<file path="src/hw/rtl/swrl_pkg.sv">
package swrl_pkg;

    // Log geometry
    localparam int LOG_DEPTH = 64;
    localparam int STAMP_W   = 32;
    localparam int WIN_W     = 17;
    localparam int MAXREQ_W  = 5;
    localparam int ACT_W     = 2;
    localparam int LIVE_W    = 7;
    localparam int LIVE_MAX  = 127;

    // Occupancy count width, never narrower than the reported field
    localparam int CNT_W = ($clog2(LOG_DEPTH + 1) > LIVE_W) ? $clog2(LOG_DEPTH + 1) : LIVE_W;

    // Popcount tree: groups of eight valid bits
    localparam int GRP     = 8;
    localparam int NGRP    = (LOG_DEPTH + GRP - 1) / GRP;
    localparam int GCNT_W  = $clog2(GRP + 1);

    // Register port
    localparam int ADDR_W = 3;
    localparam int DATA_W = 32;

    localparam logic [MAXREQ_W-1:0] MAXREQ_RST = MAXREQ_W'(5);
    localparam logic [WIN_W-1:0]    WIN_RST    = WIN_W'(60);

    // Register indexes (paddr[2])
    localparam logic REG_MAX_REQ = 1'b0;
    localparam logic REG_WINDOW  = 1'b1;

    // Action codes
    localparam logic [ACT_W-1:0] ACT_ADD   = 2'd0;
    localparam logic [ACT_W-1:0] ACT_CHECK = 2'd1;
    localparam logic [ACT_W-1:0] ACT_CLEAR = 2'd2;

    typedef struct packed {
        logic [ACT_W-1:0]   action;
        logic [STAMP_W-1:0] now_seconds;
    } t_in_item;

    typedef struct packed {
        logic              limit_reached;
        logic [LIVE_W-1:0] live_count;
        logic              add_dropped;
    } t_out_item;

    // Per-cycle command broadcast to the row of cells
    typedef struct packed {
        logic clear;
        logic shift;
        logic prune;
        logic compact;
    } t_cell_ctrl;

    typedef enum logic [1:0] {
        ST_IDLE,
        ST_EXEC,
        ST_SETTLE,
        ST_RESULT
    } t_state;

endpackage

</file>
<file path="src/hw/rtl/swrl_popcnt.sv">
module swrl_popcnt (
    input  logic                           i_clk,
    input  logic [swrl_pkg::LOG_DEPTH-1:0] i_valid,
    output logic [swrl_pkg::CNT_W-1:0]     o_total
);

    logic [swrl_pkg::NGRP*swrl_pkg::GRP-1:0] w_pad;
    logic [swrl_pkg::GCNT_W-1:0]             r_grp [swrl_pkg::NGRP];
    logic [swrl_pkg::GCNT_W-1:0]             n_grp [swrl_pkg::NGRP];
    logic [swrl_pkg::CNT_W-1:0]              r_total;
    logic [swrl_pkg::CNT_W-1:0]              n_total;

    assign w_pad = (swrl_pkg::NGRP * swrl_pkg::GRP)'(i_valid);

    // Stage 1: count each group of eight
    always_comb begin
        for (int g = 0; g < swrl_pkg::NGRP; g++) begin
            n_grp[g] = '0;
            for (int b = 0; b < swrl_pkg::GRP; b++) begin
                n_grp[g] = n_grp[g] + swrl_pkg::GCNT_W'(w_pad[g*swrl_pkg::GRP + b]);
            end
        end
    end

    // Stage 2: add the group counts
    always_comb begin
        n_total = '0;
        for (int g = 0; g < swrl_pkg::NGRP; g++) begin
            n_total = n_total + swrl_pkg::CNT_W'(r_grp[g]);
        end
    end

    always_ff @(posedge i_clk) begin
        r_grp   <= n_grp;
        r_total <= n_total;
    end

    assign o_total = r_total;

endmodule

</file>
<file path="config.mk">
export PLATFORM = sky130hd
export DESIGN_NAME = swrl_popcnt
export DESIGN_NICKNAME = d
export VERILOG_FILES = /design/src/hw/rtl/swrl_pkg.sv /design/src/hw/rtl/swrl_popcnt.sv
export SDC_FILE = /design/constraint.sdc
export NUM_CORES = 1
export LEC_CHECK = 0
export ABC_AREA = 1
export BUFFER_PORTS_ARGS = -buffer_cell sky130_fd_sc_hd__buf_2
export CORE_MARGIN = 5
export CORE_UTILIZATION = 49
export CTS_CLUSTER_DIAMETER = 80
export DETAILED_ROUTE_END_ITERATION = 7
export PLACE_DENSITY_LB_ADDON = 0.12
export SLEW_MARGIN = 20
export SYNTH_ARGS = -nofsm -noshare
export SYNTH_HDL_FRONTEND = slang
export SYNTH_SLANG_ARGS = --single-unit
</file>
<file path="constraint.sdc">
create_clock -name i_clk -period 3.45 [get_ports i_clk]
set_input_delay 0.5175 -clock i_clk [delete_from_list [all_inputs] [get_ports i_clk]]
set_output_delay 0.5175 -clock i_clk [all_outputs]
set_load 0.05 [all_outputs]
</file>
**Yosys cells after proc, flatten, opt, wreduce, memory -nomap -nowiden**

Cells that the tools add are included.

- Add/subtract/negate cells: 63

Operator list:

| operator | number |
|---|---|
| adder 4 x 1 -> 4 bit | 32 |
| adder 3 x 1 -> 4 bit | 8 |
| adder 7 x 4 -> 7 bit | 4 |
| adder 2 x 1 -> 3 bit | 8 |
| adder 1 x 1 -> 2 bit | 8 |
| adder 6 x 4 -> 7 bit | 1 |
| adder 5 x 4 -> 6 bit | 1 |
| adder 4 x 4 -> 5 bit | 1 |

- Register bits after elaboration: 39

**Longest topological paths before layout**

Gate-level depths: netlist (run 1).

- Depth in word-level cells: 7
- Mapped depth: 13
- Depth with buffers taken out: 13

**Least setup slack after synthesis (run 1)**

OpenSTA, ideal clock, no wires.

- Kind: register to register
- Start point: register r_grp[2] (netlist bit)
- End point: register r_total (netlist bit o_total[4])
- Buffers on the path: 0
- Setup slack: 0.101 ns
- Arrival: 3.230 ns
- Stages on the path, launching flop included: 13
- Library setup time: 0.118 ns
- Cell sequence: dfxtp_1 > inv_1 > fa_1 > inv_1 > fa_1 > fa_1 > inv_1 > fa_1 > inv_1 > ha_1 > inv_1 > fa_1 > xnor2_1

- Cells in the longest elaborated chain, start to end: 1

RTL lines:

| what | line | source |
|---|---|---|
| start, declared | swrl_popcnt.sv:8 | `logic [swrl_pkg::GCNT_W-1:0] r_grp [swrl_pkg::NGRP];` |
| start signal, assigned | swrl_popcnt.sv:34 | `r_grp <= n_grp;` |
| adder 7 x 4 -> 7 bit | swrl_popcnt.sv:29 | `n_total = n_total + swrl_pkg::CNT_W'(r_grp[g]);` |
| named net n_total (one bit) | swrl_popcnt.sv:11 | `logic [swrl_pkg::CNT_W-1:0] n_total;` |
| end signal, assigned | swrl_popcnt.sv:35 | `r_total <= n_total;` |
| end, declared | swrl_popcnt.sv:10 | `logic [swrl_pkg::CNT_W-1:0] r_total;` |

The timed path passes the listed nets, and every way through them passes these cells.

**Worst setup path in the final report (run 1)**

- Start point: register r_grp[22] (netlist bit)
- End point: register r_total (netlist bit o_total[3])

- Cells in the longest elaborated chain, start to end: 6

RTL lines:

| what | line |
|---|---|
| adder 5 x 4 -> 6 bit | swrl_popcnt.sv:29 |
| adder 6 x 4 -> 7 bit | swrl_popcnt.sv:29 |
| adder 7 x 4 -> 7 bit (4 in series) | swrl_popcnt.sv:29 |
| named net n_total (one bit) | swrl_popcnt.sv:11 |

The timed path passes the listed nets, and every way through them passes these cells.

==> impl_summary.txt, run 1 <==
----------------------------------------------------
[Status]
  Run status ... finished clean

[Floorplanning]
  DIE AREA ... 7711 sq um
  Placeable core area ... 5921 sq um
  Y dimension of the die ... 87.81 microns
  Number of top-level pins ... 72
  Starting density of the core ... 0.5011
  Horizontal extent of the die ... 87.81 microns
  Cell row count ... 28

[Cells and area]
  Count of filler cells inserted in the layout ... 537
  Count of inserted antenna diode cells ... 0
  Layout Area Growth over Synthesis ... 18.68%
  Fraction of final layout cells with drive strength greater than 1 ... 0.2326
  Number of nets in the finished design ... 524

[CTS]
  Root Driver ... sky130_fd_sc_hd__clkbuf_8
  Clk_lat worst skew ... 0.29 ns
  Clock transition at the registers of the reported paths ... 0.07 ns
  Hold-fix buffers at CTS ... 0
  Htree depth ... 2
  Clock Sinks ... 39
  Clock buffer depth ... 2
  TritonCTS clock tree ... done
  Total CTS buffers ... 5

[GRT]
  Total overflow reported by the global router ... 0
  Maximum number of pins on one net before global-route repair ... 13
  Via count of the first global-routing pass ... 1977
  Antenna violations before repair ... 0
  Global-route wire length before repair ... 7900 microns
  Total GRT Usage ... 0.1310

[Hold path]
  Type of the most critical hold path ... input pin to flip-flop
  Hold EP ... r_grp[4]
  Hold Startpoint ... i_valid[50]
  Count of cells along the worst hold path ... 2

[Timing]
  Final setup vio count ... 0
  Worst clock skew on the final layout ... 0.005354 ns
  Final Max Tran Viols ... 0
  Crit share post-route ... 0.9603
  Number of hold violations in the final report ... 0
  Max-slew headroom at the worst pin ... 0.8314
  Setup TNS after final layout ... 0 ns
  Peak clock frequency supported by timing ... 301.8 MHz
  Final critical delay including setup and external delays ... 3.313 ns
  Transition time of the tightest slew-check pin ... 0.2547 ns

[Run]
  Number of max-cap violations ... 0

[Drt]
  Drc violations ... 0
  Remaining number of nets flagged by the antenna check after routing ... 0
  Drt wl/cell ... 9.791 microns
  Number of detailed-routing iterations run before antenna repair ... 4
  DR vias/cell ... 4.198
  Via Count ... 1885
  DRT iter0 DRCs ... 23
  Wirelength, routed ... 4396 microns

[Worst setup path]
  Path type of the worst setup path ... flip-flop to flip-flop
  Data required time of the critical path ... 3.64 ns
  R2R cell count ... 12
  Kind of start point of the critical path ... flip-flop
  FF-to-FF Start ... r_grp[22]
  Sort of element at the end of the critical path ... flip-flop
  Register-to-register path setup slack ... 0.14 ns
  Reg2reg end ... o_total[3]
  Worst Path Arrival ... 3.51 ns
  Highest net fanout along the worst path ... 3

[Synthesis]
  Distinct cell type count after synthesis ... 12
  Nets in the synthesized netlist ... 445
  Netlist area before placement ... 2967 sq um
  Synthesized instance count ... 294
  Warnings from Yosys ... 0
  Post-synth top area share ... 0.3712
  Most area-consuming cells after synthesis ... sky130_fd_sc_hd__fa_1 37%, sky130_fd_sc_hd__dfxtp_1 26%, sky130_fd_sc_hd__inv_1 16%
  Number of flops mapped to enable cells by yosys ... 0
  Flop and latch count out of synthesis ... 39
  Cell taking the most area after synthesis ... sky130_fd_sc_hd__fa_1
  Synth top cells by count ... 123 x sky130_fd_sc_hd__inv_1, 55 x sky130_fd_sc_hd__fa_1, 39 x sky130_fd_sc_hd__dfxtp_1
  Async set or reset register ratio after synthesis ... 0
  Most frequent cell after synthesis ... sky130_fd_sc_hd__inv_1
  Mean post-synth cell area ... 10.09 sq um
  Dominant register cell in the synthesized netlist ... sky130_fd_sc_hd__dfxtp_1
  Sequential share of the synthesized area ... 0.2632

[Place]
  Final weighted congestion of routability-driven global placement ... 0.7307
  Detailed placement HPWL ... 4003 microns
  Number of buffers added on ports ... 71

----------------------------------------------------
==> kinds of logic after synthesis <==
group	after synthesis	synth area share
AO/OA/AOI/OAI	3	0.005060
adder cells (fa/ha/maj)	86	0.5019
XOR/XNOR	9	0.02657
buffers and inverters	124	0.1569
AND/OR/NAND/NOR	33	0.04639
flip-flops	39	0.2632
==> cell type report <==
cell class,count,area (sq um),area share
multi-input combinational,131,1732,0.4918
sequential,39,782.0,0.2221
inverter,124,465.4,0.1322
timing repair buffer,72,362.8,0.1031
tap,75,93.84,0.02665
clock buffer,6,72.57,0.02061
clock inverter,2,12.51,0.003554
==> state kept, by name, indices dropped and copies added, names as in the netlist <==
register and count:
o_total 7, r_grp 32
==> layer usage <==
| metal | GRT usage | part of all wire | up-vias |
|---|---|---|---|
| li1 | - | - | 961 |
| met1 | 0.1550 | 0.40 | 870 |
| met2 | 0.2356 | 0.52 | 49 |
| met3 | 0.02916 | 0.068 | 5 |
| met4 | 0.04184 | 0.014 | 0 |
| met5 | 0 | 0 | - |
==> worst max-delay path, stage by stage, from the launching register on <==
cell,delay (ns)
sky130_fd_sc_hd__dfxtp_2,0.33
sky130_fd_sc_hd__inv_2,0.03
sky130_fd_sc_hd__fa_1,0.54
sky130_fd_sc_hd__inv_2,0.04
sky130_fd_sc_hd__fa_1,0.48
sky130_fd_sc_hd__fa_1,0.48
sky130_fd_sc_hd__inv_1,0.05
sky130_fd_sc_hd__fa_1,0.42
sky130_fd_sc_hd__inv_1,0.07
sky130_fd_sc_hd__ha_2,0.19
sky130_fd_sc_hd__inv_1,0.06
sky130_fd_sc_hd__fa_2,0.51
sky130_fd_sc_hd__inv_1,0.03
==> worst max path at each step <==
stage | startpoint | endpoint | slack, ns | depth (start not counted)
6_report | r_grp[22] | o_total[3] | 0.14 | 12
3_3_place_gp | r_grp[2] | o_total[4] | 0.04 | 12
3_5_place_dp | r_grp[2] | o_total[4] | 0.02 | 12
2_1_floorplan | r_grp[2] | o_total[4] | 0.10 | 12
5_1_grt | r_grp[22] | o_total[3] | -0.02 | 12
4_1_cts | r_grp[2] | o_total[4] | 0.008 | 12
==> cell usage in the layout (no fill, tap or decap), drive strengths merged <==
master	instances
a21oi	2
inv	124
nand3	11
nand2	21
xnor2	2
fa	55
xor2	7
ha	31
clkinvlp	1
nor2	1
clkbuf	6
buf	72
clkinv	1
o21ai	1
dfxtp	39
==> what timing repair did <==
item                                    CTS  global route
gates resized for setup                   0             7
setup buffers                             0             1
endpoints found under the setup margin    0             3
==> metrics by stage <==
stage               area (sq um)  hold slack, ns  setup slack (ns)  utilization  std cells
global route                3521          0.4487          -0.01821       0.5947        449
CTS                         3501          0.4403          0.007780       0.5913        448
finish                      3521          0.4464            0.1369       0.5947        449
global placement            3416          0.5761           0.04356       0.5769        440
floorplan                   2967          0.5425            0.1013            -        294
detailed placement          3416          0.5761           0.01821       0.5769        440
Power of run 1 is left out: the tool's default activity adds up to more than one toggle a clock period on the data nets, which glitch-free logic cannot reach.
==> run 2, diff against run 1 <==
--- a/config.mk
+++ b/config.mk
@@ -8,7 +8,7 @@
 export ABC_AREA = 1
 export BUFFER_PORTS_ARGS = -buffer_cell sky130_fd_sc_hd__buf_2
 export CORE_MARGIN = 5
-export CORE_UTILIZATION = 49
+export CORE_UTILIZATION = 56
 export CTS_CLUSTER_DIAMETER = 80
 export DETAILED_ROUTE_END_ITERATION = 7
 export PLACE_DENSITY_LB_ADDON = 0.12
==> constraint.sdc (replaced) <==
create_clock -name i_clk -period 3.87 [get_ports i_clk]
set_input_delay 0.5805 -clock i_clk [delete_from_list [all_inputs] [get_ports i_clk]]
set_output_delay 0.5805 -clock i_clk [all_outputs]
set_load 0.05 [all_outputs]
==> impl_summary.txt, run 2 (same netlist as run 1, synthesis figures left out) <==
----------------------------------------------------
[Status]
  Run status ... finished clean

[Cells and area]
  Most frequent standard cell in the layout excluding fill and tap cells ... sky130_fd_sc_hd__inv_1
  Fraction of final layout cells with drive strength greater than 1 ... 0.2145 (-0.01814)
  Layout Area Growth over Synthesis ... 19.65%
  Count of filler cells inserted in the layout ... 420 (-22%)
  Top library cells by usage in the layout, fill and taps aside ... 123 x sky130_fd_sc_hd__inv_1, 71 x sky130_fd_sc_hd__buf_2, 55 x sky130_fd_sc_hd__fa_1, 39 x sky130_fd_sc_hd__dfxtp_1, 31 x sky130_fd_sc_hd__ha_1
  Number of nets in the finished design ... 523 (-0.19%)
  Largest reg by FF count ... r_grp
  Count of inserted antenna diode cells ... 0 (unchanged)
  Number of flip-flops in the largest register ... 32 (unchanged)

[Timing]
  Final critical delay including setup and external delays ... 3.464 ns (+0.1509 ns)
  Crit share post-route ... 0.8951 (-0.06522)
  Max-slew headroom at the worst pin ... 0.8346 (+0.003227)
  Setup repair after global routing missed its margin ... no
  Worst clock skew on the final layout ... 0.001744 ns (-0.003610 ns)
  Setup TNS after final layout ... 0 ns (unchanged)
  Final setup vio count ... 0 (unchanged)
  Number of hold violations in the final report ... 0 (unchanged)
  Final Max Tran Viols ... 0 (unchanged)
  Peak clock frequency supported by timing ... 288.7 MHz (-4.4%)
  Transition time of the tightest slew-check pin ... 0.2498 ns (-0.004874 ns)

[CTS]
  Root Driver ... sky130_fd_sc_hd__clkbuf_8
  Hold-fix buffers at CTS ... 0 (unchanged)
  Post-CTS setup-driven buffer insertion count ... 0 (unchanged)
  Resized cells post-CTS ... 0 (unchanged)
  Htree depth ... 2 (unchanged)
  Clock Sinks ... 39 (unchanged)
  Total CTS buffers ... 5 (unchanged)
  TritonCTS clock tree ... done
  Clock transition at the registers of the reported paths ... 0.08 ns (about the same)
  Clock buffer depth ... 2 (unchanged)
  Clk_lat worst skew ... 0.29 ns (about the same)

[Worst setup path]
  Kind of cell adding the most delay to the critical path ... adder cells
  Critical path, cell by cell ... inv_1, fa_1, inv_1, fa_1, fa_1, inv_1, fa_1, inv_1, ha_1, inv_1, fa_1, xnor2_1
  Data required time of the critical path ... 4.05 ns (+0.41 ns)
  Path type of the worst setup path ... flip-flop to flip-flop
  Sort of element at the end of the critical path ... flip-flop
  Highest net fanout along the worst path ... 3 (unchanged)
  Count of buffering cells on the critical path with inverters included ... 5 (-1)
  Kind of start point of the critical path ... flip-flop
  Worst Path Arrival ... 3.65 ns (+0.14 ns)
  Maximum cell stage delay along the critical path ... 0.55 ns (about the same)
  Worst-path cell with the longest stage delay ... sky130_fd_sc_hd__fa_1

[GRT]
  Antenna violations before repair ... 0 (unchanged)
  Via count of the first global-routing pass ... 2052 (+3.8%)
  Maximum number of pins on one net before global-route repair ... 15 (+2)
  Total overflow reported by the global router ... 0 (unchanged)
  Total GRT Usage ... 0.1582 (+0.02724)
  Global-route wire length before repair ... 8224 microns (+4.1%)

[Drt]
  Drt wl/cell ... 9.652 microns (-1.4%)
  Remaining number of nets flagged by the antenna check after routing ... 0 (unchanged)
  DR vias/cell ... 4.203 (+0.12%)
  Number of detailed-routing iterations run before antenna repair ... 4 (unchanged)
  DRT iter0 DRCs ... 12 (-48%)
  Via Count ... 1862 (-1.2%)
  Wirelength, routed ... 4276 microns (-2.7%)
  Drc violations ... 0 (unchanged)

[Floorplanning]
  Cell row count ... 26 (-7.1%)
  DIE AREA ... 6853 sq um (-11%)
  Placeable core area ... 5140 sq um (-13%)
  Starting density of the core ... 0.5772 (+0.07611)
  Y dimension of the die ... 82.79 microns (-5.7%)
  Horizontal extent of the die ... 82.79 microns (-5.7%)
  Number of top-level pins ... 72 (unchanged)

[Place]
  Detailed placement HPWL ... 3913 microns (-2.2%)
  Final weighted congestion of routability-driven global placement ... 0.7629 (+4.4%)
  Number of buffers added on ports ... 71 (unchanged)

[Hold path]
  Type of the most critical hold path ... input pin to flip-flop

[Run]
  Number of max-cap violations ... 0 (unchanged)

----------------------------------------------------
run 2: worst register-to-register path, delay by kind of cell (launching register included):
kind / cells / cell delay [ns]
xor+xnor: 1 / 0.14
fa+ha+maj: 6 / 2.60
buf+inv: 5 / 0.30
flops: 1 / 0.31
run 2: worst paths after layout:
kind / depth (start not counted) / slack (ns) / endpoint / startpoint
max reg2reg: 12 / 0.41 / o_total[4] / r_grp[2]
min: 2 / 0.51 / r_grp[24] / i_valid[10]
min reg2reg: 2 / 0.58 / o_total[0] / r_grp[28]
max: 12 / 0.41 / o_total[4] / r_grp[2]
run 2: cell type report:
cell class	count	area (sq um)	area share
timing repair buffer	71	355.3	0.1001
multi-input combinational	131	1720	0.4847
inverter	124	465.4	0.1311
clock inverter	3	71.32	0.02009
clock buffer	5	68.82	0.01939
sequential	39	780.7	0.2200
tap	70	87.58	0.02467
run 2: through the flow:
stage	utilization	setup WS, ns	std cells	instance area [sq um]	hold WS, ns
after CTS	0.6906	0.3867	443	3550	0.4953
final	0.6906	0.4060	443	3550	0.5070
after global placement	0.6633	0.4647	435	3410	0.5752
after global routing	0.6906	0.2116	443	3550	0.4915
after detailed placement	0.6633	0.3919	435	3410	0.5692
after floorplan	-	0.5213	294	2967	0.5425
run 2: metal layers:
metal | part of all wire | track usage | vias to the layer above
met5 | 0 | 0 | -
met4 | 0.012 | 0.04902 | 0
met3 | 0.057 | 0.03456 | 4
met2 | 0.51 | 0.2837 | 44
met1 | 0.42 | 0.1890 | 855
li1 | - | - | 959
Power of run 2 is left out for the same reason.
==> run 3, diff against run 2 <==
--- a/config.mk
+++ b/config.mk
@@ -6,11 +6,11 @@
 export NUM_CORES = 1
 export LEC_CHECK = 0
 export ABC_AREA = 1
-export BUFFER_PORTS_ARGS = -buffer_cell sky130_fd_sc_hd__buf_2
 export CORE_MARGIN = 5
 export CORE_UTILIZATION = 56
 export CTS_CLUSTER_DIAMETER = 80
 export DETAILED_ROUTE_END_ITERATION = 7
+export DONT_BUFFER_PORTS = 1
 export PLACE_DENSITY_LB_ADDON = 0.12
 export SLEW_MARGIN = 20
 export SYNTH_ARGS = -nofsm -noshare
==> impl_summary.txt, run 3 (same netlist as run 1, synthesis figures left out) <==
----------------------------------------------------
[Status]
  Run status ... finished clean

[Place]
  # placed instances ... 364 (-16%)
  Final weighted congestion of routability-driven global placement ... 0.7576 (-0.69%)
  Detailed placement HPWL ... 3781 microns (-3.4%)
  Number of buffers added on ports ... 0 (-100%)

[CTS]
  Post-CTS setup-driven buffer insertion count ... 0 (unchanged)
  Root Driver ... sky130_fd_sc_hd__clkbuf_8
  Htree depth ... 2 (unchanged)
  Clock Sinks ... 39 (unchanged)
  Clock buffer depth ... 2 (unchanged)
  Clock transition at the registers of the reported paths ... 0.08 ns (about the same)
  Hold-fix buffers at CTS ... 0 (unchanged)
  Resized cells post-CTS ... 0 (unchanged)
  Clk_lat worst skew ... 0.29 ns (about the same)
  Total CTS buffers ... 5 (unchanged)
  TritonCTS clock tree ... done

[Drt]
  Drc violations ... 0 (unchanged)
  DR vias/cell ... 4.419 (+5.1%)
  DRT iter0 DRCs ... 27 (+15)
  Drt wl/cell ... 11.09 microns (+15%)
  Wirelength, routed ... 4126 microns (-3.5%)
  Number of detailed-routing iterations run before antenna repair ... 4 (unchanged)
  Via Count ... 1644 (-12%)
  Remaining number of nets flagged by the antenna check after routing ... 0 (unchanged)

[Timing]
  Transition time of the tightest slew-check pin ... 0.4817 ns (+0.2319 ns)
  Final setup vio count ... 0 (unchanged)
  Worst clock skew on the final layout ... 0.007429 ns (+0.005684 ns)
  Number of hold violations in the final report ... 0 (unchanged)
  Final Max Tran Viols ... 0 (unchanged)
  Crit share post-route ... 0.8985 (+0.003421)
  Max-slew headroom at the worst pin ... 0.6784 (-0.1562)
  Setup TNS after final layout ... 0 ns (unchanged)
  Setup repair after global routing missed its margin ... no
  Final critical delay including setup and external delays ... 3.477 ns (+0.01324 ns)
  Peak clock frequency supported by timing ... 287.6 MHz (-0.38%)
  Hold Slack ... 0.4159 ns (-0.09109 ns)

[Floorplanning]
  Horizontal extent of the die ... 82.79 microns (unchanged)
  Placeable core area ... 5140 sq um (unchanged)
  Starting density of the core ... 0.5772 (unchanged)
  Cell row count ... 26 (unchanged)
  DIE AREA ... 6853 sq um (unchanged)
  Y dimension of the die ... 82.79 microns (unchanged)
  Number of top-level pins ... 72 (unchanged)

[Cells and area]
  Final standard cell count with taps included and fillers excluded ... 372 (-16%)
  Largest reg by FF count ... r_grp
  Count of filler cells inserted in the layout ... 445 (+6.0%)
  Number of flip-flops in the largest register ... 32 (unchanged)
  Final standard cell utilization of the core ... 0.6144 (-0.07619)
  Top library cells by usage in the layout, fill and taps aside ... 123 x sky130_fd_sc_hd__inv_1, 55 x sky130_fd_sc_hd__fa_1, 39 x sky130_fd_sc_hd__dfxtp_1, 31 x sky130_fd_sc_hd__ha_1, 21 x sky130_fd_sc_hd__nand2_1
  Count of inserted antenna diode cells ... 0 (unchanged)
  Most frequent standard cell in the layout excluding fill and tap cells ... sky130_fd_sc_hd__inv_1
  Number of nets in the finished design ... 452 (-14%)
  Footprint of the flip-flops and latches ... 780.7 sq um (unchanged)
  Combined area of the multi-input logic cells ... 1720 sq um (unchanged)
  Fraction of final layout cells with drive strength greater than 1 ... 0.02980 (-0.1847)
  Layout Area Growth over Synthesis ... 6.453%

[GRT]
  Global-route wire length before repair ... 7258 microns (-12%)
  Maximum number of pins on one net before global-route repair ... 13 (-2)
  Total overflow reported by the global router ... 0 (unchanged)
  Total GRT Usage ... 0.1437 (-0.01452)
  Antenna violations before repair ... 0 (unchanged)
  Via count of the first global-routing pass ... 1721 (-16%)

[Worst setup path]
  Count of buffering cells on the critical path with inverters included ... 5 (unchanged)
  Path type of the worst setup path ... flip-flop to flip-flop
  Kind of cell adding the most delay to the critical path ... adder cells
  Maximum cell stage delay along the critical path ... 0.55 ns (about the same)
  Data required time of the critical path ... 4.05 ns (about the same)
  Critical path, cell by cell ... inv_1, fa_1, inv_1, fa_1, fa_1, inv_1, fa_1, inv_1, ha_1, inv_1, fa_1, xnor2_1
  Worst Path Arrival ... 3.66 ns (about the same)
  Highest net fanout along the worst path ... 3 (unchanged)
  Kind of start point of the critical path ... flip-flop
  Sort of element at the end of the critical path ... flip-flop
  Worst-path cell with the longest stage delay ... sky130_fd_sc_hd__fa_1

[Run]
  Number of max-cap violations ... 0 (unchanged)

[Hold path]
  Type of the most critical hold path ... input pin to flip-flop

----------------------------------------------------
-- run 3: stage by stage --
step	instance area [sq um]	setup slack, ns
floorplan	2967	0.5213
global placement	3054	0.4653
detailed placement	3054	0.3788
CTS	3158	0.3685
global route	3158	0.1659
finish	3158	0.3928
-- run 3: path summary, 6_finish.rpt --
check / endpoint / slack, ns / cells past startpoint / startpoint
min: r_grp[24] / 0.42 / 1 / i_valid[10]
max reg2reg: o_total[4] / 0.39 / 12 / r_grp[2]
min reg2reg: o_total[0] / 0.60 / 2 / r_grp[28]
max: o_total[4] / 0.39 / 12 / r_grp[2]
-- run 3: layout make-up --
cell class | instances | share of cell area
multi-input combinational | 131 | 0.5448
sequential | 39 | 0.2472
inverter | 124 | 0.1474
clock buffer | 7 | 0.03051
tap | 70 | 0.02773
clock inverter | 1 | 0.002377
-- run 3: worst register-to-register path, cell delays in order (launching register included) --
cell	delay, ns
sky130_fd_sc_hd__dfxtp_1	0.31
sky130_fd_sc_hd__inv_1	0.05
sky130_fd_sc_hd__fa_1	0.52
sky130_fd_sc_hd__inv_1	0.05
sky130_fd_sc_hd__fa_1	0.51
sky130_fd_sc_hd__fa_1	0.55
sky130_fd_sc_hd__inv_1	0.06
sky130_fd_sc_hd__fa_1	0.46
sky130_fd_sc_hd__inv_1	0.07
sky130_fd_sc_hd__ha_1	0.19
sky130_fd_sc_hd__inv_1	0.07
sky130_fd_sc_hd__fa_1	0.41
sky130_fd_sc_hd__xnor2_1	0.15
-- run 3: per-layer routing --
layer | part of all wire | global-route usage | up-vias
li1 | - | - | 819
met1 | 0.41 | 0.1667 | 779
met2 | 0.51 | 0.2508 | 44
met3 | 0.065 | 0.04860 | 2
met4 | 0.0073 | 0.04412 | 0
met5 | 0 | 0 | -
Power of run 3 is left out for the same reason.
