**src/hw/rtl/swrl_pkg.sv**
```systemverilog
package swrl_pkg;

    // Log geometry
    localparam int LOG_DEPTH = 64;
    localparam int STAMP_W   = 32;
    localparam int WIN_W     = 17;
    localparam int MAXREQ_W  = 5;
    localparam int ACT_W     = 2;
    localparam int LIVE_W    = 7;
    localparam int LIVE_MAX  = 127;

    // Occupancy count width, never narrower than the reported field
    localparam int CNT_W = ($clog2(LOG_DEPTH + 1) > LIVE_W) ? $clog2(LOG_DEPTH + 1) : LIVE_W;

    // Popcount tree: groups of eight valid bits
    localparam int GRP     = 8;
    localparam int NGRP    = (LOG_DEPTH + GRP - 1) / GRP;
    localparam int GCNT_W  = $clog2(GRP + 1);

    // Register port
    localparam int ADDR_W = 3;
    localparam int DATA_W = 32;

    localparam logic [MAXREQ_W-1:0] MAXREQ_RST = MAXREQ_W'(5);
    localparam logic [WIN_W-1:0]    WIN_RST    = WIN_W'(60);

    // Register indexes (paddr[2])
    localparam logic REG_MAX_REQ = 1'b0;
    localparam logic REG_WINDOW  = 1'b1;

    // Action codes
    localparam logic [ACT_W-1:0] ACT_ADD   = 2'd0;
    localparam logic [ACT_W-1:0] ACT_CHECK = 2'd1;
    localparam logic [ACT_W-1:0] ACT_CLEAR = 2'd2;

    typedef struct packed {
        logic [ACT_W-1:0]   action;
        logic [STAMP_W-1:0] now_seconds;
    } t_in_item;

    typedef struct packed {
        logic              limit_reached;
        logic [LIVE_W-1:0] live_count;
        logic              add_dropped;
    } t_out_item;

    // Per-cycle command broadcast to the row of cells
    typedef struct packed {
        logic clear;
        logic shift;
        logic prune;
        logic compact;
    } t_cell_ctrl;

    typedef enum logic [1:0] {
        ST_IDLE,
        ST_EXEC,
        ST_SETTLE,
        ST_RESULT
    } t_state;

endpackage

```
**src/hw/rtl/swrl_cell.sv**
```systemverilog
module swrl_cell (
    input  logic                          i_clk,
    input  logic                          i_rst_n,
    input  swrl_pkg::t_cell_ctrl          i_ctrl,
    input  logic [swrl_pkg::STAMP_W-1:0]  i_now,
    input  logic [swrl_pkg::WIN_W-1:0]    i_window,
    input  logic                          i_pair_left,
    input  logic                          i_pair_right,
    input  logic [swrl_pkg::STAMP_W-1:0]  i_left_stamp,
    input  logic                          i_left_valid,
    input  logic [swrl_pkg::STAMP_W-1:0]  i_right_stamp,
    input  logic                          i_right_valid,
    output logic [swrl_pkg::STAMP_W-1:0]  o_stamp,
    output logic                          o_valid
);

    logic [swrl_pkg::STAMP_W-1:0] r_stamp;
    logic [swrl_pkg::STAMP_W-1:0] n_stamp;
    logic                         r_valid;
    logic                         n_valid;
    logic [swrl_pkg::STAMP_W-1:0] w_age;
    logic                         w_stale;

    // Age test: too old, or stamped in the future after the time stepped back
    assign w_age   = i_now - r_stamp;
    assign w_stale = (r_stamp > i_now) ||
                     ((i_now > r_stamp) &&
                      (w_age > {{(swrl_pkg::STAMP_W - swrl_pkg::WIN_W){1'b0}}, i_window}));

    // Cell update: clear, shift-in from the left, prune, or odd-even compaction step
    always_comb begin
        n_stamp = r_stamp;
        n_valid = r_valid;
        if (i_ctrl.clear) begin
            n_valid = 1'b0;
        end else if (i_ctrl.shift) begin
            n_stamp = i_left_stamp;
            n_valid = i_left_valid;
        end else if (i_ctrl.prune) begin
            n_valid = r_valid && !w_stale;
        end else if (i_ctrl.compact) begin
            if (i_pair_left && !r_valid && i_right_valid) begin
                n_stamp = i_right_stamp;
                n_valid = 1'b1;
            end else if (i_pair_right && !i_left_valid && r_valid) begin
                n_valid = 1'b0;
            end
        end
    end

    always_ff @(posedge i_clk) begin
        if (!i_rst_n) begin
            r_valid <= 1'b0;
        end else begin
            r_valid <= n_valid;
        end
    end

    always_ff @(posedge i_clk) begin
        r_stamp <= n_stamp;
    end

    assign o_stamp = r_stamp;
    assign o_valid = r_valid;

endmodule

```
**config.mk**
```make
export PLATFORM = sky130hd
export DESIGN_NAME = swrl_cell
export DESIGN_NICKNAME = d
export VERILOG_FILES = /design/src/hw/rtl/swrl_pkg.sv /design/src/hw/rtl/swrl_cell.sv
export SDC_FILE = /design/constraint.sdc
export NUM_CORES = 1
export LEC_CHECK = 0
export BUFFER_PORTS_ARGS = -buffer_cell sky130_fd_sc_hd__buf_2
export CAP_MARGIN = 0
export CORE_ASPECT_RATIO = 0.5
export CORE_UTILIZATION = 40
export CTS_BUF_LIST = sky130_fd_sc_hd__clkbuf_4 sky130_fd_sc_hd__clkbuf_8 sky130_fd_sc_hd__clkbuf_16
export DETAILED_ROUTE_END_ITERATION = 7
export GPL_TIMING_DRIVEN = 0
export PLACE_DENSITY = 0.68
export SYNTH_ARGS = -nofsm -noshare
export SYNTH_HDL_FRONTEND = slang
export SYNTH_SLANG_ARGS = --single-unit
export TNS_END_PERCENT = 100
```
**constraint.sdc**
```tcl
create_clock -name i_clk -period 12.2 [get_ports i_clk]
set_clock_uncertainty 0.1 [all_clocks]
set_input_delay 2.44 -clock i_clk [delete_from_list [all_inputs] [get_ports i_clk]]
set_output_delay 2.44 -clock i_clk [all_outputs]
set_load 0.005 [all_outputs]
```
* Word level (Yosys, flattened, before mapping)
Cells that the tools add are included.
** Cells by class
- $add $sub $neg :: 1
- $mul :: 0
- Div/mod/pow operators :: 0
- $lt $le $gt $ge :: 3
- Equality and inequality tests :: 1
- Shifts and indexed selects :: 0
- Multiplexer cells :: 9
- Bitwise operators :: 2
- Reductions and logical operators :: 17
** Operators with widths (count)
- two-way mux 32 bit :: 4
- > comparator 32 bit :: 2
- > comparator 32 x 17 -> 1 bit :: 1
- subtractor 32 bit :: 1
- logical AND 1 bit :: 6
- two-way mux 1 bit :: 5
- AND reduction 4 bit :: 1
- nonzero test 2 bit :: 2
- nonzero test 4 bit :: 1
- logical NOT 1 bit :: 3
- nonzero test 3 bit :: 1
- != test 2 x 1 -> 1 bit, second input constant :: 1
- inverter 1 bit :: 2
- AND reduction 2 bit :: 1
- OR reduction 2 bit :: 1
- logical OR 1 bit :: 1
** Word-level totals
- Register bits after elaboration :: 33
- Latch bits :: 0
- Bits in writable memories :: 0
- Bits in read-only memories :: 0
- Input bits :: 123
- Output and inout port bits :: 33
- Logic and storage cells :: 35
- Memories :: 0

* Longest topological paths before layout
Gate-level depths: netlist of the first run.
- Depth after elaboration :: 8
- Gate-level depth with buffers :: 19
- Depth with buffers taken out :: 19

* Worst setup path before layout of the first run
No wires, ideal clock.
- Kind :: input to register
- Start point :: input i_now[4] (netlist name)
- End point :: register r_valid (netlist: o_valid)
- Arrival :: 6.477 ns
- Path slack :: 5.554 ns
- Stages on the path :: 18
- Path buffers :: 0
- Path through :: ha_1 -> a21o_1 -> nand2b_1 -> o21ai_1 -> nand2_1 -> a21o_1 -> a21o_1 -> a21oi_1 -> xnor2_1 -> ha_1 -> nand4_2 -> or4_4 -> nand2_1 -> nor2_1 -> or4_1 -> a2111o_1 -> or4b_1 -> o21ai_1
** On the way
- Longest elaborated chain between the ends :: 8
** Ends and longest elaborated chain
- from (decl) :: line swrl_cell.sv:5 : input logic [swrl_pkg::STAMP_W-1:0] i_now,
- subtractor 32 bit :: line swrl_cell.sv:25 : assign w_age = i_now - r_stamp;
- > comparator 32 x 17 -> 1 bit :: line swrl_cell.sv:28 : (w_age > {{(swrl_pkg::STAMP_W - swrl_pkg::WIN_W){1'b0}}, i_window}));
- logical AND 1 bit :: line swrl_cell.sv:27 : ((i_now > r_stamp) &&
- logical OR 1 bit * :: line swrl_cell.sv:26 : assign w_stale = (r_stamp > i_now) ||
- logical NOT 1 bit * :: line swrl_cell.sv:40 : n_valid = r_valid && !w_stale;
- logical AND 1 bit * :: line swrl_cell.sv:40
- two-way mux 1 bit * :: line swrl_cell.sv:39 : end else if (i_ctrl.prune) begin
- two-way mux 1 bit * :: line swrl_cell.sv:36 : end else if (i_ctrl.shift) begin
- to (signal assigned) :: line swrl_cell.sv:55 : r_valid <= n_valid;
- to (decl) :: line swrl_cell.sv:19 : logic r_valid;
Mark *: on every way between the ends. The rest lies on a longest branch, timed or not.
A chain may end at the register's enable or synchronous reset.

* Final worst setup path of the first run
- Start point :: input i_now[0] (netlist name)
- End point :: register r_valid (netlist: o_valid)
Same word-level chain as after synthesis.

==> results_dict.tcl, run 1 <==
set metrics [dict create \
    outcome "finished, final reports clean" \
    async_flop_share_pct 0 \
    syn_area_um2 4040 \
    min_path_type "reg -> reg" \
    nFillCells 921 \
    hold_viol_final 0 \
    setup_viol 0 \
    slew-limit-headroom_pct 52.9 \
    holdPathStages 3 \
    seq_area_frac_synth_pct 24.3 \
    multi_input_area_um2 2770 \
    cp-start-kind "input pin" \
    wl_per_cell_um 14.6 \
    synth.largest_area_cell "edfxtp_1" \
    die_w_um 144 \
    grt_pass1_wl_mm 17.7 \
    worstSetupPathType "in -> reg" \
    fp.dieArea_um2 10500 \
    cts_root_buf "clkbuf_16" \
    finalWirelength_mm 11.3 \
    dpl_cell_area_um2 5010 \
    fmax_mhz 144 \
    dp_slack_ps 4990 \
    fin_tns_setup_ps 0 \
    clock_path_buffers 2 \
    hpwlAfterDp_mm 9.33 \
    path_clk_slew_ps 60 \
    crit_family "compound AO/OA/AOI/OAI gates" \
    num_io_pins 156 \
    first_pass_iters 5 \
    worstRegToRegCells 18 \
    ctsHoldBuffers 0 \
    critical_path.max_fanout 4 \
    grt-ovfl-total 0 \
    vias 4078 \
    dr.first_iter.drc_count 287 \
    die-height_um 73.1 \
    synth_area_per_cell_um2 8.49 \
    required_ps 12320 \
    grt_max_degree 18 \
    grt_usage_pct 21.8 \
    tritoncts "built" \
    drv_slew 0 \
    critPathSlowestCell "or4b_1" \
    fin_crit_ps 6960 \
    post-cts-setup-buffers 0 \
    synthCells 476 \
    htree_levels 2 \
    ys.flop_type "edfxtp_1" \
    nets 811 \
    ys_top_cells_by_area "edfxtp_1, ha_1, mux2_2" \
    path_cells "buf_2, inv_1, ha_1, fa_1, nand2b_1, a21oi_1, o21ai_1, o21ai_1, a21oi_1, xnor2_1, ha_1, inv_1, a21oi_1, o211ai_1, a211oi_1, nand4_1, or4_1, a2111o_1, or4b_1, o21ai_1" \
    rsz0062_at_grt "no" \
    synth_fp_nets 649 \
    cts_sinks 33 \
    cts_resized 0 \
    ys_ff_latch 33 \
    gp_congestion 0.862 \
    crit_cells 20 \
    drive_above_1_share_pct 33.5 \
    crit_path_end_kind "flop" \
    holdWs_ps 618 \
    fin_crit_sh_pct 57.0 \
    final_common_cell "buf_2" \
    port_buffers 154 \
    seq_area_um2 981 \
    setup_ws_ps 5240 \
    vias_per_cell 5.27 \
    final_area_um2 5180 \
    antenna_left 0 \
    max-vdd-ir-drop_mv 0.0563 \
    powerDensity_nw_per_um2 101 \
    antenna_cells 0 \
    critPathArrivalTime_ps 7080 \
    yosys.area.top_type_share_pct 23.8 \
    cts_made_buffers 5 \
    synth.distinct_cells 68 \
    slowest_delay_ps 590 \
    synth-edff-count 32 \
    worst_pin_slew_ps 707 \
    grt_pass1_vias 3596 \
    start_util_pct 41.9 \
    cap_violations 0 \
    worst-path-buf-inv 3 \
    coreArea_um2 9630 \
    p_leak_nw 2.48 \
    route.detailed.drc 0 \
    rows 25 \
    mostFrequentLayoutCells "buf_2, inv_1, ha_1, nand2_1, a21oi_1" \
    antenna_found_initial 0 \
    area_delta_synth_final_pct 28.3 \
    clk_latency_ps 290 \
    ys_warn_count 0 \
]
power by group:
part	internal [mW]	switching (mW)	leakage, nW
Clock	0.0958	0.0545	0.0775
Sequential	0.136	0.00423	0.309
Combinational	0.104	0.131	2.09
Total	0.335	0.189	2.48
cells by family (layout without fill, tap and decap cells):
logic type	after synthesis	count (layout)	synth area share, %
AOI/OAI and AO/OA	124	124	20.2
buffers and inverters	73	236	7.37
and+or+nand+nor	140	140	18.3
xor gates and xnor gates	24	24	5.20
adders and majority gates	50	50	15.7
muxes	32	32	8.92
DFF	33	33	24.3
worst min-delay path, cell delays in order (launching register included):
cell,delay [ps]
dfxtp_1,390
o22a_2,150
o21ai_0,60
o21ai_1,70
stage by stage:
step / std cells / util [%] / total power, mW
after detailed placement: 766 / 52.0 / 0.374
after global placement: 765 / 51.7 / 0.370
after floorplan: 476 / - / 0.304
after global routing: 774 / 53.8 / 0.560
after CTS: 774 / 53.8 / 0.526
final: 774 / 53.8 / 0.524
layout make-up:
cell class,instances,share of cell area [%]
multi-input cells,370,53.4
flip-flops and latches,33,18.9
repair buffers,155,15.4
inverters,57,4.13
well taps,135,3.26
clock buffers,5,2.42
plain buffers,16,1.62
clock inverters,3,0.797
cells in the mapped netlist, types with 2 or more instances:
library cell	n
ha_1	49
nand4_2	2
a21oi_1	35
and3_1	5
o211ai_1	7
nor2_1	30
edfxtp_1	32
or2_2	2
a31oi_1	3
nor3_1	11
o31ai_1	2
and4_1	4
a41oi_1	5
buf_6	2
mux2_2	32
nand2b_1	7
xor2_1	11
nand2_1	35
o21ai_1	10
o22ai_1	3
a21o_1	9
a211oi_1	10
o21ai_0	16
o221ai_1	2
inv_1	56
o2111ai_1	2
buf_4	2
or3_1	2
xnor2_1	13
nand3_1	13
nand4_1	12
nor2b_1	4
o21a_1	3
clkbuf_1	11
final timing paths:
check,from,endpoint,slack [ps]
max,i_now[0],o_valid$_SDFFE_PP0P_,5240
min reg2reg,o_valid$_SDFFE_PP0P_,o_valid$_SDFFE_PP0P_,620
min,o_valid$_SDFFE_PP0P_,o_valid$_SDFFE_PP0P_,620
max reg2reg,o_stamp[0]$_DFFE_PP_,o_valid$_SDFFE_PP0P_,7110
layer usage:
| metal | share of wire, % | wire (µm) | track usage [%] |
|---|---|---|---|
| met2 | 41 | 4700 | 32.9 |
| met4 | 0.62 | 70 | 3.90 |
| met1 | 51 | 5740 | 32.1 |
| met5 | 0 | 0 | 0 |
| met3 | 7.3 | 825 | 4.20 |
registers in the layout, indices dropped and copies added, names as in the netlist:
name     cells
o_valid      1
o_stamp     32
Power figures use the tool's default switching activity.
==> run 2, diff against run 1 <==
--- a/config.mk
+++ b/config.mk
@@ -12,7 +12,7 @@
 export CTS_BUF_LIST = sky130_fd_sc_hd__clkbuf_4 sky130_fd_sc_hd__clkbuf_8 sky130_fd_sc_hd__clkbuf_16
 export DETAILED_ROUTE_END_ITERATION = 7
 export GPL_TIMING_DRIVEN = 0
-export PLACE_DENSITY = 0.68
+export PLACE_DENSITY = 0.7
 export SYNTH_ARGS = -nofsm -noshare
 export SYNTH_HDL_FRONTEND = slang
 export SYNTH_SLANG_ARGS = --single-unit
==> constraint.sdc (replaced) <==
create_clock -name i_clk -period 5.66 [get_ports i_clk]
set_clock_uncertainty 0.1 [all_clocks]
set_input_delay 1.132 -clock i_clk [delete_from_list [all_inputs] [get_ports i_clk]]
set_output_delay 1.132 -clock i_clk [all_outputs]
set_load 0.005 [all_outputs]
==> run 2 against run 1 <==
  * Hold slack improved by 20 ps
  * Setup slack lost 5000 ps
  * Core utilization increased by 0.45 points
  * Sequential share of layout area shrank 0.16 points
  * First-iteration DRC count decreased by 13%
  * Sequential power grew 120%
  * Routed wire length increased by 4.0%
  * Clock-buffer cell count unchanged
  * Clock power rose by 85%
  * Global-route usage rose by 0.78 points
  * Flip-flop and latch count is the same
  * Critical path type unchanged
  * Highest routed layer unchanged
==> results_dict.tcl, run 2 (synthesized netlist as in run 1, its figures left out) <==
set metrics [dict create \
    cap_violations 0 \
    num_io_pins 156 \
    fin_tns_setup_ps 0 \
    port_buffers 154 \
    cts_sinks 33 \
    fin_crit_sh_pct 95.6 \
    coreArea_um2 9630 \
    cp-start-kind "input pin" \
    internal_power_uw 681 \
    clock_path_buffers 2 \
    path_cells "buf_2, inv_1, ha_1, fa_1, nand2b_1, a21oi_2, o21ai_2, o21ai_2, a21oi_1, xnor2_1, ha_1, inv_1, a21oi_1, o211ai_1, a211oi_1, nand4_1, or4_1, a2111o_1, or4b_4, o21ai_1" \
    fin_crit_ps 5410 \
    worstRegToRegCells 19 \
    ctsHoldBuffers 0 \
    required_ps 5780 \
    vias 4088 \
    nFillCells 952 \
    antenna_found_initial 0 \
    path_clk_slew_ps 60 \
    power_mw 1.10 \
    finalWirelength_mm 11.8 \
    largest_reg_flops 32 \
    die-height_um 73.1 \
    holdPathStages 3 \
    critical_path.max_fanout 4 \
    grt_pass1_wl_mm 18.3 \
    seq_area_um2 981 \
    power_frac_clock_pct 25.2 \
    powerDensity_nw_per_um2 210 \
    htree_levels 2 \
    worst_pin_slew_ps 708 \
    seqPwrFrac_pct 27.4 \
    outcome "finished, final reports clean" \
    multi_input_area_um2 2830 \
    grt-ovfl-total 0 \
    nets 812 \
    cts_made_buffers 5 \
    first_pass_iters 5 \
    fmax_mhz 185 \
    p_sw_uw 418 \
    slowest_delay_ps 560 \
    drv_slew 0 \
    crit_path_end_kind "flop" \
    worstSetupPathType "in -> reg" \
    combPwrFrac_pct 47.4 \
    antenna_left 0 \
    clk_latency_ps 280 \
    die_w_um 144 \
    min_path_type "reg -> reg" \
    antenna_cells 0 \
    dr.first_iter.drc_count 251 \
    vias_per_cell 5.27 \
    switching_share_pct 38.0 \
    max-vdd-ir-drop_mv 0.120 \
    final_util_pct 54.2 \
    grt_usage_pct 22.6 \
    drive_above_1_share_pct 35.2 \
    route.detailed.drc 0 \
    setup_viol 0 \
    slew-limit-headroom_pct 52.8 \
    critPathSlowestCell "or4b_4" \
    grt_pass1_vias 3651 \
    wl_per_cell_um 15.2 \
    hpwlAfterDp_mm 9.64 \
    gp_congestion 0.876 \
    rows 25 \
    tritoncts "built" \
    p_leak_nw 2.48 \
    fp.dieArea_um2 10500 \
    mostFrequentLayoutCells "buf_2, inv_1, ha_1, nand2_1" \
    area_delta_synth_final_pct 29.3 \
    grt_max_degree 22 \
    final_common_cell "buf_2" \
    critPathArrivalTime_ps 5530 \
    start_util_pct 41.9 \
    cts_root_buf "clkbuf_16" \
    hold_viol_final 0 \
]
## run 2: cell types whose count changed in the layout (fill, tap and decap cells not counted), sizes merged
cell,previous run,this run
clkinv,1,3
buf,160,161
bufinv,1,0
clkinvlp,1,0
## run 2: repair_timing
item,4_1_cts,5_1_grt
buffers inserted,0,1
resized for setup,0,14
setup endpoints to repair,0,1
## run 2: worst paths after layout
| check | end | slack (ps) | startpoint |
|---|---|---|---|
| min | o_valid$_SDFFE_PP0P_ | 640 | o_valid$_SDFFE_PP0P_ |
| max reg2reg | o_valid$_SDFFE_PP0P_ | 760 | o_stamp[6]$_DFFE_PP_ |
| min reg2reg | o_valid$_SDFFE_PP0P_ | 640 | o_valid$_SDFFE_PP0P_ |
| max | o_valid$_SDFFE_PP0P_ | 250 | i_now[0] |
## run 2: per-stage QoR
step | setup slack, ps | cells | area [µm²] | hold WS, ps
CTS | 57.5 | 774 | 5150 | 637
detailed placement | -208 | 766 | 5010 | 602
floorplan | 322 | 476 | 4040 | 548
global route | -12.9 | 775 | 5220 | 695
global placement | -227 | 765 | 4980 | 580
finish | 248 | 775 | 5220 | 637
## run 2: final cells by class
type / instances / area share [%]
Sequential cell: 33 / 18.8
Timing Repair Buffer: 156 / 15.4
Multi-Input combinational cell: 370 / 54.2
Clock inverter: 3 / 0.240
Clock buffer: 5 / 2.40
Tap cell: 135 / 3.23
Buffer: 16 / 1.60
Inverter: 57 / 4.10
## run 2: metal layers
| metal | up-vias | global-route usage [%] | part of all wire (%) |
|---|---|---|---|
| met4 | 0 | 2.72 | 0.30 |
| met1 | 1845 | 33.9 | 51 |
| met2 | 146 | 34.1 | 42 |
| li1 | 2095 | - | - |
| met3 | 2 | 4.00 | 6.1 |
| met5 | - | 0 | 0 |
## run 2: power by group through the flow
stage | registers [mW] | logic (mW) | clock network (mW)
5_1_grt | 0.305 | 0.580 | 0.291
3_3_place_gp | 0.308 | 0.492 | 0
4_1_cts | 0.302 | 0.505 | 0.286
3_5_place_dp | 0.307 | 0.501 | 0
6_report | 0.302 | 0.521 | 0.277
2_1_floorplan | 0.309 | 0.347 | 0
## run 2: worst max-delay path, delay by kind of cell
family | cells | cell delay, ps
compound gates | 9 | 1800
xor+xnor | 1 | 150
fa+ha+maj | 3 | 920
buf+inv | 3 | 150
simple gates | 4 | 1380
==> run 3, diff against run 2 <==
--- a/config.mk
+++ b/config.mk
@@ -5,14 +5,16 @@
 export SDC_FILE = /design/constraint.sdc
 export NUM_CORES = 1
 export LEC_CHECK = 0
+export ABC_AREA = 1
 export BUFFER_PORTS_ARGS = -buffer_cell sky130_fd_sc_hd__buf_2
 export CAP_MARGIN = 0
 export CORE_ASPECT_RATIO = 0.5
+export CORE_MARGIN = 1.5
 export CORE_UTILIZATION = 40
 export CTS_BUF_LIST = sky130_fd_sc_hd__clkbuf_4 sky130_fd_sc_hd__clkbuf_8 sky130_fd_sc_hd__clkbuf_16
 export DETAILED_ROUTE_END_ITERATION = 7
 export GPL_TIMING_DRIVEN = 0
-export PLACE_DENSITY = 0.7
+export PLACE_DENSITY = 0.66
 export SYNTH_ARGS = -nofsm -noshare
 export SYNTH_HDL_FRONTEND = slang
 export SYNTH_SLANG_ARGS = --single-unit
==> constraint.sdc (replaced) <==
create_clock -name i_clk -period 5.8 [get_ports i_clk]
set_clock_uncertainty 0.1 [all_clocks]
set_input_delay 1.16 -clock i_clk [delete_from_list [all_inputs] [get_ports i_clk]]
set_output_delay 1.16 -clock i_clk [all_outputs]
set_load 0.005 [all_outputs]
==> run 3 against run 2 <==
  * Cell count grew 32%
  * Largest power group unchanged
  * Critical path depth grew 9
  * Non-clock buffer count shrank 13
  * Total power shrank 2.0%
  * Clock power is essentially flat
  * Flip-flop and latch count is the same
  * Global-route usage shrank 1.3 points
  * Die area grew 15%
==> results_dict.tcl, run 3 <==
set metrics [dict create \
    antenna_left 0 \
    route.detailed.drc 0 \
    p_leak_nw 3.37 \
    crit_family "simple AND/OR/NAND/NOR gates" \
    powerDensity_nw_per_um2 190 \
    crit_path_end_kind "flop" \
    finalWirelength_mm 12.5 \
    grt_max_degree 33 \
    synth_area_per_cell_um2 6.36 \
    fmax_mhz 241 \
    cts_made_buffers 5 \
    grt_pass1_vias 4228 \
    synthCells 717 \
    critPathArrivalTime_ps 4270 \
    port_buffers 154 \
    tritoncts "built" \
    holdWs_ps 435 \
    async_flop_share_pct 0 \
    setup_viol 0 \
    vias_per_cell 4.57 \
    num_io_pins 156 \
    worstSetupPathType "in -> reg" \
    outcome "finished, final reports clean" \
    seq_area_frac_synth_pct 21.5 \
    critPathSlowestCell "fa_1" \
    grt_pass1_wl_mm 20.0 \
    cts_root_buf "clkbuf_16" \
    cts_resized 0 \
    hold_viol_final 0 \
    yosys-top-cells-count "nand2_1, inv_1, nor2_1" \
    fin_crit_sh_pct 71.5 \
    cp-start-kind "input pin" \
    dr.first_iter.drc_count 247 \
    synth_fp_nets 890 \
    clock_path_buffers 2 \
    grt_usage_pct 21.3 \
    dp_cells 1016 \
    ys.flop_type "edfxtp_1" \
    cts_sinks 33 \
    ys_ff_latch 33 \
    path_common_cell "nand2_1" \
    slowest_delay_ps 400 \
    drive_above_1_share_pct 24.3 \
    ctsHoldBuffers 0 \
    largest_reg_flops 32 \
    fp.dieArea_um2 12100 \
    clk_latency_ps 290 \
    critical_path.max_fanout 5 \
    die-height_um 78.5 \
    final_util_pct 51.3 \
    area_delta_synth_final_pct 24.3 \
    ys_warn_count 0 \
    fin_tns_setup_ps 0 \
    rsz0062_at_grt "no" \
    first_pass_iters 5 \
    grt-ovfl-total 0 \
    antenna_cells 0 \
    die_w_um 154 \
    syn_area_um2 4560 \
    hpwlAfterDp_mm 10.9 \
    nets 1051 \
    synth.distinct_cells 34 \
    htree_levels 2 \
    wl_per_cell_um 12.2 \
    coreArea_um2 11000 \
    path_clk_slew_ps 60 \
    mostFrequentLayoutCells "nand2_1, inv_1, buf_2, nor2_1, ha_1" \
    ys_top_cells_by_area "edfxtp_1, nand2_1, inv_1" \
    post-cts-setup-buffers 0 \
    final_cells 1024 \
    fin_crit_ps 4150 \
    synth_most_common_cell "nand2_1" \
    rows 27 \
    start_util_pct 41.3 \
    synth.largest_area_cell "edfxtp_1" \
    antenna_found_initial 0 \
    gp_congestion 0.911 \
    required_ps 5930 \
    yosys.area.top_type_share_pct 21.1 \
    min_path_type "reg -> reg" \
    drv_slew 0 \
    final_common_cell "nand2_1" \
    worst_pin_slew_ps 976 \
    vias 4676 \
    slew-limit-headroom_pct 34.8 \
    synth-edff-count 32 \
    worst-path-buf-inv 5 \
    cap_violations 0 \
    max-vdd-ir-drop_mv 0.107 \
]
[run 3: cell count changes after synthesis, moves of 9 or more]
cell	previous run	this run
o21ai_0	16	7
a211oi_1	10	1
nor2_1	30	52
nand2_1	35	246
xnor2_1	13	2
nand3_1	13	25
clkbuf_1	11	1
inv_1	56	167
[run 3: layout make-up]
class                           instances  area [µm²]
Buffer                                  5        22.5
Multi-Input combinational cell        512        2940
Sequential cell                        33         981
Clock buffer                            7         140
Tap cell                              145         181
Timing Repair Buffer                  154         771
Clock inverter                          1        7.51
Inverter                              167         627
Fill cell                            1178        5380
[run 3: final timing paths]
path                                           start              endpoint  cells after the start  slack (ps)
worst max-delay path                        i_now[0]  o_valid$_SDFFE_PP0P_                     29        1660
worst max register to register  o_stamp[0]$_DFFE_PP_  o_valid$_SDFFE_PP0P_                     27        2240
worst min-delay path            o_valid$_SDFFE_PP0P_  o_valid$_SDFFE_PP0P_                      2         430
worst min register to register  o_valid$_SDFFE_PP0P_  o_valid$_SDFFE_PP0P_                      2         430
[run 3: worst reg2reg max path: cells and delay by family, from the launching register on]
kind | cells | cell delay [ps]
AND/OR/NAND/NOR | 17 | 1330
adder cells (fa/ha/maj) | 3 | 880
AO/OA/AOI/OAI | 3 | 400
flip-flops | 1 | 380
buffers and inverters | 3 | 190
XOR/XNOR | 1 | 190
[run 3: per-stage QoR]
step,total power [mW],worst slack [ps],area (µm²)
floorplan,0.651,1910,4560
global placement,0.796,927,5510
detailed placement,0.805,1360,5520
CTS,1.09,1650,5670
global route,1.18,1230,5670
finish,1.08,1660,5670
[run 3: metal layers]
layer  track usage [%]  vias up  wire [µm]
met3              3.75        7        949
met5                 0        -          0
met2              34.9      133       5300
met4              4.95        0        112
met1              29.2     1983       6170
li1                  -     2553          -
[run 3: where the power goes]
| part | internal (mW) | switching, mW | leakage, nW |
|---|---|---|---|
| sequential | 0.285 | 0.00890 | 0.306 |
| combinational | 0.206 | 0.297 | 2.99 |
| clock | 0.169 | 0.110 | 0.0710 |
| total | 0.661 | 0.416 | 3.37 |
[run 3: kinds of logic (layout without fill, tap and decap cells)]
family	Yosys count	count (layout)	share of synthesized area, %
multiplexers	32	32	7.90
flip-flops	33	33	21.5
buffers and inverters	172	334	14.2
AO/OA/AOI/OAI	55	55	6.80
adder cells (fa/ha/maj)	50	50	13.9
XOR/XNOR	15	15	2.88
AND/OR/NAND/NOR	360	360	32.8
